**config.mk**
```make
export PLATFORM = sky130hd
export DESIGN_NAME = rsa_key_generator_unit
export DESIGN_NICKNAME = d
export VERILOG_FILES = /design/src/rkg_pkg.sv /design/src/rkg_divider.sv /design/src/rkg_datapath.sv /design/src/rkg_controller.sv /design/src/rsa_key_generator_unit.sv
export SDC_FILE = /design/constraint.sdc
export NUM_CORES = 2
export LEC_CHECK = 0
export ABC_AREA = 1
export CORE_MARGIN = 4
export CORE_UTILIZATION = 66
export CTS_CLUSTER_SIZE = 28
export DETAILED_ROUTE_END_ITERATION = 6
export DONT_BUFFER_PORTS = 1
export PLACE_DENSITY = 0.82
export SLEW_MARGIN = 40
export SYNTH_ARGS = -nofsm -noshare
export SYNTH_HDL_FRONTEND = slang
export SYNTH_SLANG_ARGS = --single-unit
```
**constraint.sdc**
```tcl
create_clock -name clk -period 11.5 [get_ports clk]
set_input_delay 1.15 -clock clk [delete_from_list [all_inputs] [get_ports clk]]
set_output_delay 1.15 -clock clk [all_outputs]
set_load 0.01 [all_outputs]
```
**src/rkg_pkg.sv**
```systemverilog
// rkg_pkg: shared types, constants and controller states for the rsa key generator
// no dependencies
`default_nettype none
package rkg_pkg;

  localparam int unsigned PRIME_BITS_DEF = 16;
  localparam logic [16:0] EXP_DEFAULT = 17'd65537;
  localparam logic [16:0] EXP_SMALL = 17'd3;

  typedef enum logic [1:0] {
    ST_OK        = 2'd0,
    ST_NOT_PRIME = 2'd1,
    ST_NO_INV    = 2'd2
  } status_t;

  typedef struct packed {
    logic [15:0] prime_q;
    logic [15:0] prime_p;
  } in_item_t;

  typedef struct packed {
    logic [31:0] private_exponent;
    logic [16:0] public_exponent;
    logic [31:0] modulus;
    logic [1:0]  status;
  } out_item_t;

  typedef enum logic [4:0] {
    S_IDLE,
    S_PR_INIT,
    S_PR_SMALL,
    S_PR_DIV,
    S_PR_WAIT,
    S_PR_NEXT,
    S_MUL,
    S_E_INIT,
    S_GCD_DIV,
    S_GCD_WAIT,
    S_INV_INIT,
    S_INV_DIV,
    S_INV_WAIT,
    S_INV_T,
    S_INV_FIX,
    S_DONE_OK,
    S_DONE_NP,
    S_DONE_NI
  } ctl_state_t;

  // datapath operations
  typedef enum logic [3:0] {
    OP_NONE,
    OP_LOAD,
    OP_PR_SEL,
    OP_PR_START,
    OP_PR_NEXT,
    OP_MUL,
    OP_E_INIT,
    OP_GCD_START,
    OP_GCD_STEP,
    OP_E_BUMP,
    OP_INV_INIT,
    OP_INV_START,
    OP_INV_STEP,
    OP_INV_T,
    OP_INV_FIX
  } dp_op_t;

  typedef struct packed {
    dp_op_t op;
    logic   pr_second;
    logic   divk2;
  } dp_cmd_t;

  typedef struct packed {
    logic div_done;
    logic pr_small_prime;
    logic pr_small_comp;
    logic pr_loop_end;
    logic rem_zero;
    logic gcd_b_zero;
    logic gcd_is_one;
    logic inv_r1_zero;
    logic inv_ok;
  } dp_status_t;

endpackage
`default_nettype wire

```
**src/rkg_divider.sv**
```systemverilog
// rkg_divider: radix-2 restoring divider, one quotient bit per cycle
// uses rkg_pkg for nothing; standalone
`default_nettype none
module rkg_divider #(
  parameter int unsigned WIDTH = 32
) (
  input  wire logic             clk,
  input  wire logic             rst,
  input  wire logic             start,
  input  wire logic [WIDTH-1:0] dividend,
  input  wire logic [WIDTH-1:0] divisor,
  output logic                  done,
  output logic [WIDTH-1:0]      quotient,
  output logic [WIDTH-1:0]      remainder
);
  localparam int unsigned CW = $clog2(WIDTH + 1);

  logic [WIDTH-1:0] dvs;
  logic [CW-1:0]    count;
  logic             running;
  logic [WIDTH:0]   trial;
  logic [WIDTH:0]   shifted;

  assign shifted = {remainder, quotient[WIDTH-1]};
  assign trial   = shifted - {1'b0, dvs};

  always_ff @(posedge clk) begin
    if (rst) begin
      running <= 1'b0;
      done    <= 1'b0;
      count   <= '0;
    end else begin
      done <= 1'b0;
      if (start) begin
        running <= 1'b1;
        count   <= CW'(WIDTH);
      end else if (running) begin
        count <= count - 1'b1;
        if (count == CW'(1)) begin
          running <= 1'b0;
          done    <= 1'b1;
        end
      end
    end
  end

  always_ff @(posedge clk) begin
    if (start) begin
      dvs       <= divisor;
      quotient  <= dividend;
      remainder <= '0;
    end else if (running) begin
      if (!trial[WIDTH]) begin
        remainder <= trial[WIDTH-1:0];
        quotient  <= {quotient[WIDTH-2:0], 1'b1};
      end else begin
        remainder <= shifted[WIDTH-1:0];
        quotient  <= {quotient[WIDTH-2:0], 1'b0};
      end
    end
  end
endmodule
`default_nettype wire

```
**src/rkg_datapath.sv**
```systemverilog
// rkg_datapath: operand registers, shared divider, multiplier and Euclid registers
// depends on rkg_pkg and rkg_divider
`default_nettype none
module rkg_datapath #(
  parameter int unsigned PRIME_BITS = rkg_pkg::PRIME_BITS_DEF
) (
  input  wire logic                clk,
  input  wire logic                rst,
  input  wire rkg_pkg::in_item_t   in_item,
  input  wire rkg_pkg::dp_cmd_t    cmd,
  output rkg_pkg::dp_status_t      sts,
  output logic [31:0]              modulus,
  output logic [16:0]              public_exponent,
  output logic [31:0]              private_exponent
);
  import rkg_pkg::*;

  localparam logic [15:0] MASK = 16'((32'd1 << PRIME_BITS) - 32'd1);

  logic [15:0] p, q, v;
  logic [16:0] k;
  logic [33:0] ksq;
  logic [31:0] phi;
  logic [16:0] e;
  logic [31:0] ga, gb;
  logic [31:0] r0, r1;
  logic signed [33:0] t0, t1;
  logic [31:0] qt;
  logic signed [67:0] prod;

  logic        div_start;
  logic [31:0] div_a, div_b, div_q, div_r;
  logic        div_done;
  logic        v_mult3;

  // 4 is 1 mod 3, so the sum of 2-bit digits keeps the residue
  function automatic logic is_mult3(input logic [15:0] x);
    logic [4:0] s1;
    logic [2:0] s2;
    logic [2:0] s3;
    s1 = '0;
    for (int i = 0; i < 8; i++) s1 = s1 + 5'(x[2*i +: 2]);
    s2 = 3'(s1[1:0]) + 3'(s1[3:2]) + 3'(s1[4]);
    s3 = 3'(s2[1:0]) + 3'(s2[2]);
    return (s3 == 3'd0) || (s3 == 3'd3);
  endfunction

  rkg_divider #(.WIDTH(32)) u_div (
    .clk(clk), .rst(rst), .start(div_start), .dividend(div_a), .divisor(div_b),
    .done(div_done), .quotient(div_q), .remainder(div_r)
  );

  always_comb begin
    div_start = 1'b0;
    div_a = {16'd0, v};
    div_b = cmd.divk2 ? 32'(k + 17'd2) : 32'(k);
    case (cmd.op)
      OP_PR_START: div_start = 1'b1;
      OP_GCD_START: begin
        div_start = 1'b1;
        div_a = ga;
        div_b = gb;
      end
      OP_INV_START: begin
        div_start = 1'b1;
        div_a = r0;
        div_b = r1;
      end
      default: ;
    endcase
  end

  assign prod = t1 * $signed({2'b00, qt});

  always_ff @(posedge clk) begin
    case (cmd.op)
      OP_LOAD: begin
        p <= in_item.prime_p & MASK;
        q <= in_item.prime_q & MASK;
      end
      OP_PR_SEL: begin
        v   <= cmd.pr_second ? q : p;
        k   <= 17'd5;
        ksq <= 34'd25;
      end
      OP_PR_NEXT: begin
        k   <= k + 17'd6;
        ksq <= ksq + 34'({k, 3'b000}) + 34'({k, 2'b00}) + 34'd36;
      end
      OP_MUL: begin
        modulus <= 32'(p) * 32'(q);
        phi     <= 32'(p - 16'd1) * 32'(q - 16'd1);
      end
      OP_E_INIT: e <= (32'(EXP_DEFAULT) >= phi) ? EXP_SMALL : EXP_DEFAULT;
      OP_GCD_START: ;
      OP_GCD_STEP: begin
        ga <= gb;
        gb <= div_r;
      end
      OP_E_BUMP: e <= e + 17'd2;
      OP_INV_INIT: begin
        r0 <= phi;
        r1 <= (32'(e) >= phi) ? 32'(e) - phi : 32'(e);
        t0 <= '0;
        t1 <= 34'sd1;
      end
      OP_INV_STEP: begin
        qt <= div_q;
        r0 <= r1;
        r1 <= div_r;
      end
      OP_INV_T: begin
        t0 <= t1;
        t1 <= t0 - 34'(prod);
      end
      OP_INV_FIX: begin
        if (phi == 32'd1) private_exponent <= '0;
        else if (t0 < 0) private_exponent <= 32'(t0 + $signed({2'b00, phi}));
        else private_exponent <= t0[31:0];
      end
      default: ;
    endcase
    if (cmd.op == OP_E_INIT || cmd.op == OP_E_BUMP) begin
      ga <= (cmd.op == OP_E_INIT) ? ((32'(EXP_DEFAULT) >= phi) ? 32'(EXP_SMALL) :
            32'(EXP_DEFAULT)) : 32'(e + 17'd2);
      gb <= phi;
    end
  end

  assign public_exponent = e;
  assign v_mult3 = is_mult3(v);

  always_comb begin
    sts = '0;
    sts.div_done       = div_done;
    sts.pr_small_prime = (v == 16'd2) || (v == 16'd3);
    sts.pr_small_comp  = (v < 16'd2) || ((v > 16'd3) && (!v[0] || v_mult3));
    sts.pr_loop_end    = ksq > 34'(v);
    sts.rem_zero       = div_r == '0;
    sts.gcd_b_zero     = gb == '0;
    sts.gcd_is_one     = ga == 32'd1;
    sts.inv_r1_zero    = r1 == '0;
    sts.inv_ok         = (r0 == 32'd1) || (phi == 32'd1);
  end
endmodule
`default_nettype wire

```
**src/rkg_controller.sv**
```systemverilog
// rkg_controller: sequencing state machine for primality, gcd and inverse steps
// depends on rkg_pkg
`default_nettype none
module rkg_controller (
  input  wire logic           clk,
  input  wire logic           rst,
  input  wire logic           start,
  output logic                busy,
  output logic                done,
  output rkg_pkg::status_t    status,
  output rkg_pkg::dp_cmd_t    cmd,
  input  wire rkg_pkg::dp_status_t sts
);
  import rkg_pkg::*;

  ctl_state_t state, state_next;
  logic second, second_next;
  logic kp2, kp2_next;

  always_ff @(posedge clk) begin
    if (rst) begin
      state  <= S_IDLE;
      second <= 1'b0;
      kp2    <= 1'b0;
    end else begin
      state  <= state_next;
      second <= second_next;
      kp2    <= kp2_next;
    end
  end

  always_comb begin
    state_next    = state;
    second_next   = second;
    kp2_next      = kp2;
    cmd           = '0;
    cmd.op        = OP_NONE;
    cmd.pr_second = second;
    cmd.divk2     = kp2;
    busy          = state != S_IDLE;
    done          = 1'b0;
    status        = ST_OK;
    case (state)
      S_IDLE: if (start) begin
        cmd.op      = OP_LOAD;
        second_next = 1'b0;
        state_next  = S_PR_INIT;
      end
      S_PR_INIT: begin
        cmd.op     = OP_PR_SEL;
        state_next = S_PR_SMALL;
      end
      S_PR_SMALL: begin
        if (sts.pr_small_comp) state_next = S_DONE_NP;
        else if (sts.pr_small_prime || sts.pr_loop_end) begin
          if (second) state_next = S_MUL;
          else begin
            second_next = 1'b1;
            state_next  = S_PR_INIT;
          end
        end else begin
          kp2_next   = 1'b0;
          state_next = S_PR_DIV;
        end
      end
      S_PR_DIV: begin
        cmd.op     = OP_PR_START;
        state_next = S_PR_WAIT;
      end
      S_PR_WAIT: if (sts.div_done) begin
        if (sts.rem_zero) state_next = S_DONE_NP;
        else if (!kp2) begin
          kp2_next   = 1'b1;
          state_next = S_PR_DIV;
        end else state_next = S_PR_NEXT;
      end
      S_PR_NEXT: begin
        cmd.op     = OP_PR_NEXT;
        kp2_next   = 1'b0;
        state_next = S_PR_SMALL;
      end
      S_MUL: begin
        cmd.op     = OP_MUL;
        state_next = S_E_INIT;
      end
      S_E_INIT: begin
        cmd.op     = OP_E_INIT;
        state_next = S_GCD_DIV;
      end
      S_GCD_DIV: begin
        if (sts.gcd_b_zero) begin
          if (sts.gcd_is_one) state_next = S_INV_INIT;
          else begin
            cmd.op = OP_E_BUMP;
          end
        end else begin
          cmd.op     = OP_GCD_START;
          state_next = S_GCD_WAIT;
        end
      end
      S_GCD_WAIT: if (sts.div_done) begin
        cmd.op     = OP_GCD_STEP;
        state_next = S_GCD_DIV;
      end
      S_INV_INIT: begin
        cmd.op     = OP_INV_INIT;
        state_next = S_INV_DIV;
      end
      S_INV_DIV: begin
        if (sts.inv_r1_zero) state_next = S_INV_FIX;
        else begin
          cmd.op     = OP_INV_START;
          state_next = S_INV_WAIT;
        end
      end
      S_INV_WAIT: if (sts.div_done) begin
        cmd.op     = OP_INV_STEP;
        state_next = S_INV_T;
      end
      S_INV_T: begin
        cmd.op     = OP_INV_T;
        state_next = S_INV_DIV;
      end
      S_INV_FIX: begin
        if (sts.inv_ok) begin
          cmd.op     = OP_INV_FIX;
          state_next = S_DONE_OK;
        end else state_next = S_DONE_NI;
      end
      S_DONE_OK: begin
        done = 1'b1;
        state_next = S_IDLE;
      end
      S_DONE_NP: begin
        done = 1'b1;
        status = ST_NOT_PRIME;
        state_next = S_IDLE;
      end
      S_DONE_NI: begin
        done = 1'b1;
        status = ST_NO_INV;
        state_next = S_IDLE;
      end
      default: state_next = S_IDLE;
    endcase
  end
endmodule
`default_nettype wire

```
**src/rsa_key_generator_unit.sv**
```systemverilog
// rsa_key_generator_unit: top level joining controller and datapath
// depends on rkg_pkg, rkg_controller, rkg_datapath
// run time depends on the data, with two divides per trial divisor pair;
// one item at a time, busy high meanwhile, next start taken the cycle after done.
// the result is shown for one cycle with done; the receiver cannot stall.
// synchronous active-high reset returns the controller to idle.
`default_nettype none
module rsa_key_generator_unit #(
  parameter int unsigned PRIME_BITS = rkg_pkg::PRIME_BITS_DEF
) (
  input  wire logic         clk,
  input  wire logic         rst,
  input  wire logic         start,
  input  wire rkg_pkg::in_item_t in_item,
  output logic              busy,
  output logic              done,
  output rkg_pkg::out_item_t out_item
);
  import rkg_pkg::*;

  dp_cmd_t    cmd;
  dp_status_t sts;
  status_t    st;
  logic [31:0] n, d;
  logic [16:0] e;

  rkg_controller u_ctl (
    .clk(clk), .rst(rst), .start(start), .busy(busy), .done(done),
    .status(st), .cmd(cmd), .sts(sts)
  );

  rkg_datapath #(.PRIME_BITS(PRIME_BITS)) u_dp (
    .clk(clk), .rst(rst), .in_item(in_item), .cmd(cmd), .sts(sts),
    .modulus(n), .public_exponent(e), .private_exponent(d)
  );

  always_comb begin
    out_item.status           = st;
    out_item.modulus          = (st == ST_OK) ? n : '0;
    out_item.public_exponent  = (st == ST_OK) ? e : '0;
    out_item.private_exponent = (st == ST_OK) ? d : '0;
  end
endmodule
`default_nettype wire

```
Yosys cells after proc, flatten, opt, wreduce, memory -nomap -nowiden
Index checks and enable logic that the tools add are counted.

storage, ports and cells
  bits in writable memories = 0
  bits in read-only memories = 0
  bits in registers = 551
  output and inout bits = 85
  memories = 0
  latch bits = 0

cells by class
  mux-type cells = 67
  eq/ne operators = 47
  div/mod/pow operators = 0
  add/sub/neg operators = 24
  order comparisons = 6
  shift-type cells = 0
  bitwise gates (word level) = 1
  $mul = 3
  reductions and logical operators = 33

operators by type and width
  operator                 number
  $mux W32                 13
  $pmux W32 S2             4
  $pmux W34 S2             3
  $eq A32 B1 Y1 const B    3
  $logic_not A32 Y1        3
  $pmux W17 S2             2
  $pmux W5 S13             1
  $pmux W4 S13             1
  $mux W17                 3
  $mux W5                  9
  $eq A5 B4 Y1 const B     8
  $add A17 B2 Y18 const B  2
  $add A34 B19 Y34         1
  $add A34 B20 Y34         1
  $add A34 B6 Y34 const B  1
  $gt A34 B16 Y1           1
  $lt A34 B1 Y1 const B    1
  $mul A34 B33 Y34         1
  $sub A16 B1 Y17 const B  2
  $sub A34 B34 Y34         1
  $sub A33 B32 Y33         1
  $add A32 B32 Y32         1
  $eq A16 B2 Y1 const B    2
  $ge A17 B32 Y1           1
  49 further kinds         115

Depth between registers and ports, before layout
  depth in word-level cells = 17
  mapped depth = 44
  mapped depth without buffers = 42

Modules after synthesis
Synthesis repeated with hierarchy kept, for this count alone.

unflattened totals
  cells, all modules = 8926
  area total of the unflattened synthesis = 71857.7 µm²

by module, submodules not included
  module                  area each (µm²)  instances  cells an instance  sequential area each (µm²)
  rkg_datapath            63364.5          1          7555               13062.5
  rkg_divider             6970.4           1          1048               2722.6
  rkg_controller          814.5            1          150                140.1
  rsa_key_generator_unit  708.2            1          173                0.0

Worst setup path before layout
OpenSTA, ideal clock, no wires.

  path kind = register to register
  start = reg u_dp.q[1]
  end = reg u_dp.phi[31], data pin
  slack = 3.457 ns
  path buffers = 3
  cell stages (with the launch flop) = 42
  arrival = 7.794 ns
  library setup time = 0.249 ns
  required time = 11.251 ns
  clock period less this slack = 8.043 ns
  cells stage by stage = edfxtp_1 -> buf_2 -> buf_1 -> inv_1 -> ha_1 -> nand2_1 -> nor2_2 -> nand3_1 -> nor2_1 -> nand2_1 -> nor2_1 -> nand3_1 -> clkbuf_1 -> nor2_1 -> inv_1 -> fa_1 -> inv_1 -> fa_1 -> [... 6 more ...] -> inv_1 -> fa_1 -> fa_1 -> fa_1 -> ha_1 -> nand2_1 -> inv_1 -> nand4_1 -> nor4b_1 -> nand2_1 -> nand2_1 -> nand2_1 -> nand2_1 -> nand3_1 -> nand2_1 -> nand2_1 -> nand2_1 -> inv_1

between the ends
  word-level cells in the longest chain between the ends = 2

ends and longest elaborated chain
  what                      line                text
  start: declaration        rkg_datapath.sv:20  logic [15:0] p, q, v;
  start signal: assignment  rkg_datapath.sv:79  q <= in_item.prime_q & MASK;
  $sub A16 B1 Y17           rkg_datapath.sv:92  phi <= 32'(p - 16'd1) * 32'(q - 16'd1);
  $mul A32 B32 Y32          rkg_datapath.sv:92
  end signal: assignment    rkg_datapath.sv:92
  end: declaration          rkg_datapath.sv:23  logic [31:0] phi;

No other way between the ends.
A chain may end at the register's enable or synchronous reset.

Worst setup path after layout
  start = reg u_dp.p[0]
  end = reg u_dp.phi[31], data pin

between the ends
  word-level cells in the longest chain between the ends = 2

ends and longest elaborated chain
  what                      line                text
  start: declaration        rkg_datapath.sv:20
  start signal: assignment  rkg_datapath.sv:78  p <= in_item.prime_p & MASK;
  $sub A16 B1 Y17           rkg_datapath.sv:92
  $mul A32 B32 Y32          rkg_datapath.sv:92

No other way between the ends.

==> run summary <==
Outcome: finished, violations left
Violations in the final reports: design-rule violations
Routed wirelength normalized by instance count: 22.0 um
Resized Gates After CTS: 0
Number of remaining DRC errors: 8
Leading cell type in the layout, fill and taps excluded: sky130_fd_sc_hd__inv_1
Number of global-route vias before repair: 60,400
Worst-case clock buffer depth: 3
Number of max-cap violations: 0
DIE HEIGHT: 338 um
Total grt overflow: 0
Final number of hold-violating endpoints: 0
Cell area after synthesis: 71,700 um^2
Worst-Margin Slew: 0.919 ns
Number of buffers inserted by hold repair at cts: 0
Clock latency on the worst-skew pair: 0.68 ns
Buffers inserted during post-CTS setup optimization: 0
Dpl hpwl: 170,000 um
Kind of start point of the critical path: flip-flop
Flip-flop cell with the highest count after synthesis: sky130_fd_sc_hd__edfxtp_1
Cell variety after synth: 65
GR Util All Layers: 38.8%
Yosys reg bits: 546
Pin count of the biggest net entering global routing: 84
Sequential cell area fraction in the yosys report: 22.2%
R2R depth: 37
Slowest stage cell on the critical path: sky130_fd_sc_hd__fa_1
I/O pin cnt: 120
Number of antenna-violating nets in the routed design: 0
Post-DR vias/cell: 5.88
Buffer type at the clock tree root: sky130_fd_sc_hd__clkbuf_16
Number of instances in the synthesized netlist: 8,482
Placement Cell Area: 73,000 um^2
Post-route setup TNS: 0 ns
CTS tree: done
Largest driver fanout on the critical path: 33
Nets: 9,976
First-pass GRT wire length: 337,000 um
Count of routing violations after the opening detailed-route iteration: 5,976
Endpoint arrival time on the critical path: 10.03 ns
Final GP Congestion: 1.02
Worst path max stage delay: 0.61 ns
Share of synthesized flip-flops with an asynchronous set or reset: 0%
Fraction of layout cells with a size suffix above 1: 3.60%
Count of filler cells inserted in the layout: 8,187
Num Clock Sinks: 546
Start of the worst register-to-register path: u_dp.p[0]$_DFFE_PN_
Area Growth Syn to Fin: 5.26%
Clock buffers created by TritonCTS: 58
Clock-pin slew reported for the worst setup and hold paths after clock tree synthesis: 0.06 ns
Number of detailed-routing iterations run before antenna repair: 7
Commonest cells after routing, fill and taps aside: sky130_fd_sc_hd__inv_1, sky130_fd_sc_hd__nand2_1, sky130_fd_sc_hd__fa_1
Portion of the clock cycle consumed by the worst path in the final layout: 83.9%
Path class of the lowest-slack min-delay path: flip-flop to flip-flop
Capturing element of the worst setup path: u_dp.phi[31]$_DFFE_PN_
Slack of the worst reg-to-reg path: 1.86 ns
Capture point of the worst reg-to-reg path: u_dp.phi[31]$_DFFE_PN_
Number of flops mapped to enable cells by yosys: 499
Syn Nets: 10,100
Number of rows in the core area: 120
Max_slew headroom: 38.7%
Via total after detailed routing: 57,600
Hold WS: 0.451 ns
Clock period minus worst slack: 9.64 ns
Number of buffers added on ports: 0
Initial core utilization: 66.7%
Synthesis warning total: 0
Post-route design area: 75,500 um^2
Number of antenna violations at the first check in global routing: 8
Required @ worst endpoint: 11.88 ns
Peak Freq: 0.104 GHz
RSZ-0062 raised after global routing: no
Clock H-tree levels: 2
Clock Skew: 0.0711 ns
Horiz. Die Dim: 338 um
Wirelength, routed: 216,000 um
Crit path kind: flip-flop to flip-flop
Full die area: 114,000 um^2
Kind of end point of the critical path: flip-flop
# setup viols final: 0
Critical path startpoint: u_dp.p[0]$_DFFE_PN_
Average footprint of a synthesized cell: 8.45 um^2
Core Area: 108,000 um^2
Count of pins over their slew limit: 0
[worst min-delay path by stage]
stage / startpoint / end / slack (ns) / cells past startpoint
final: u_dp.u_div.quotient[3]$_DFFE_PP_ / u_dp.qt[3]$_DFFE_PP_ / 0.45 / 0
after global routing: u_dp.u_div.quotient[2]$_DFFE_PP_ / u_dp.qt[2]$_DFFE_PP_ / 0.46 / 0
after floorplan: u_dp.u_div.quotient[31]$_DFFE_PP_ / u_dp.qt[31]$_DFFE_PP_ / 0.43 / 0
after global placement: u_dp.u_div.quotient[2]$_DFFE_PP_ / u_dp.qt[2]$_DFFE_PP_ / 0.43 / 0
after CTS: u_dp.u_div.quotient[3]$_DFFE_PP_ / u_dp.qt[3]$_DFFE_PP_ / 0.45 / 0
after detailed placement: u_dp.u_div.quotient[3]$_DFFE_PP_ / u_dp.qt[3]$_DFFE_PP_ / 0.43 / 0
[synth_stat cells, types with 5 or more instances]
cell	number	area, um^2
sky130_fd_sc_hd__a211oi_1	11	82.6
sky130_fd_sc_hd__a21boi_0	7	52.6
sky130_fd_sc_hd__a21o_1	14	105
sky130_fd_sc_hd__a21oi_1	280	1400
sky130_fd_sc_hd__a221oi_1	5	43.8
sky130_fd_sc_hd__a31oi_1	11	68.8
sky130_fd_sc_hd__buf_1	40	150
sky130_fd_sc_hd__buf_2	39	195
sky130_fd_sc_hd__buf_6	7	78.8
sky130_fd_sc_hd__clkbuf_1	218	818
sky130_fd_sc_hd__dfxtp_1	47	941
sky130_fd_sc_hd__edfxtp_1	499	15000
sky130_fd_sc_hd__fa_1	1073	21500
sky130_fd_sc_hd__ha_1	530	6630
sky130_fd_sc_hd__inv_1	2115	7940
sky130_fd_sc_hd__inv_2	8	30.0
sky130_fd_sc_hd__nand2_1	1752	6580
sky130_fd_sc_hd__nand2_2	11	68.8
sky130_fd_sc_hd__nand3_1	200	1000
sky130_fd_sc_hd__nand4_1	62	388
sky130_fd_sc_hd__nor2_1	635	2380
sky130_fd_sc_hd__nor2_2	8	50.1
sky130_fd_sc_hd__nor2_4	9	101
sky130_fd_sc_hd__nor3_1	62	310
sky130_fd_sc_hd__nor4_1	45	282
sky130_fd_sc_hd__o211ai_1	42	315
sky130_fd_sc_hd__o21a_1	13	97.6
sky130_fd_sc_hd__o21ai_0	295	1480
sky130_fd_sc_hd__o21ai_1	54	270
sky130_fd_sc_hd__o21ai_2	10	87.6
sky130_fd_sc_hd__o21bai_1	17	128
sky130_fd_sc_hd__o221ai_1	14	123
sky130_fd_sc_hd__o22ai_1	19	119
sky130_fd_sc_hd__or2_2	14	87.6
sky130_fd_sc_hd__xnor2_1	90	788
sky130_fd_sc_hd__xor2_1	168	1470
[layout make-up]
cell class              count  area [um^2]  share of cell area (%)
inverters                2127         7990                    10.6
multi-input cells        5498        46600                    61.8
flip-flops and latches    546        15900                    21.1
well taps                1403         1760                    2.33
diodes                      3         7.51                 0.00995
clock buffers              74         1590                    2.11
repair buffers            107          971                    1.29
clock inverters            36          607                   0.804
[critical path: cells and delay by family (launching register included)]
kind | cells | cell delay (ns)
buffers and inverters | 8 | 1.37
adder cells (fa/ha/maj) | 10 | 4.91
AND/OR/NAND/NOR | 19 | 2.71
flip-flops | 1 | 0.36
[routing by layer]
| layer | vias up | part of all wire, % | track usage, % |
|---|---|---|---|
| met5 | - | 0.098 | 0 |
| met4 | 14 | 7.9 | 25.4 |
| met3 | 978 | 11 | 9.67 |
| met2 | 3428 | 46 | 62.9 |
| met1 | 27700 | 35 | 46.2 |
| li1 | 25400 | - | - |
[registers in the layout (all words and copies together), names as in the netlist, 5 cells and up]
register               flops
u_dp.q                    16
u_dp.ga                   32
u_dp.modulus              32
u_dp.r1                   32
u_dp.public_exponent      16
u_dp.phi                  32
u_dp.u_div.count           6
u_dp.private_exponent     32
u_dp.v                    16
u_ctl.state                5
u_dp.ksq                  31
u_dp.t0                   34
u_dp.t1                   34
u_dp.qt                   32
u_dp.u_div.remainder      32
u_dp.u_div.dvs            32
u_dp.gb                   32
u_dp.r0                   32
u_dp.u_div.quotient       32
u_dp.p                    16
u_dp.k                    16
[kinds of logic (layout without fill, tap and decap cells)]
logic type | after synthesis | count (layout) | share of synthesized area [%]
simple gates | 2822 | 2822 | 16.0
other cells | 0 | 3 | 0
fa+ha+maj | 1603 | 1603 | 39.2
flops | 546 | 546 | 22.2
buf+inv | 2438 | 2344 | 12.9
xor+xnor | 262 | 262 | 3.28
compound gates | 811 | 811 | 6.35
[stage by stage]
stage,instances,setup WS (ns),util [%]
floorplan,8482,3.46,-
global placement,9655,2.13,67.8
detailed placement,9665,2.01,67.9
CTS,9775,1.90,70.0
global route,9791,1.26,70.2
finish,9794,1.86,70.2
Power is not shown: default switching activity piles up to over one toggle a cycle in this logic, so the estimate is an artifact.
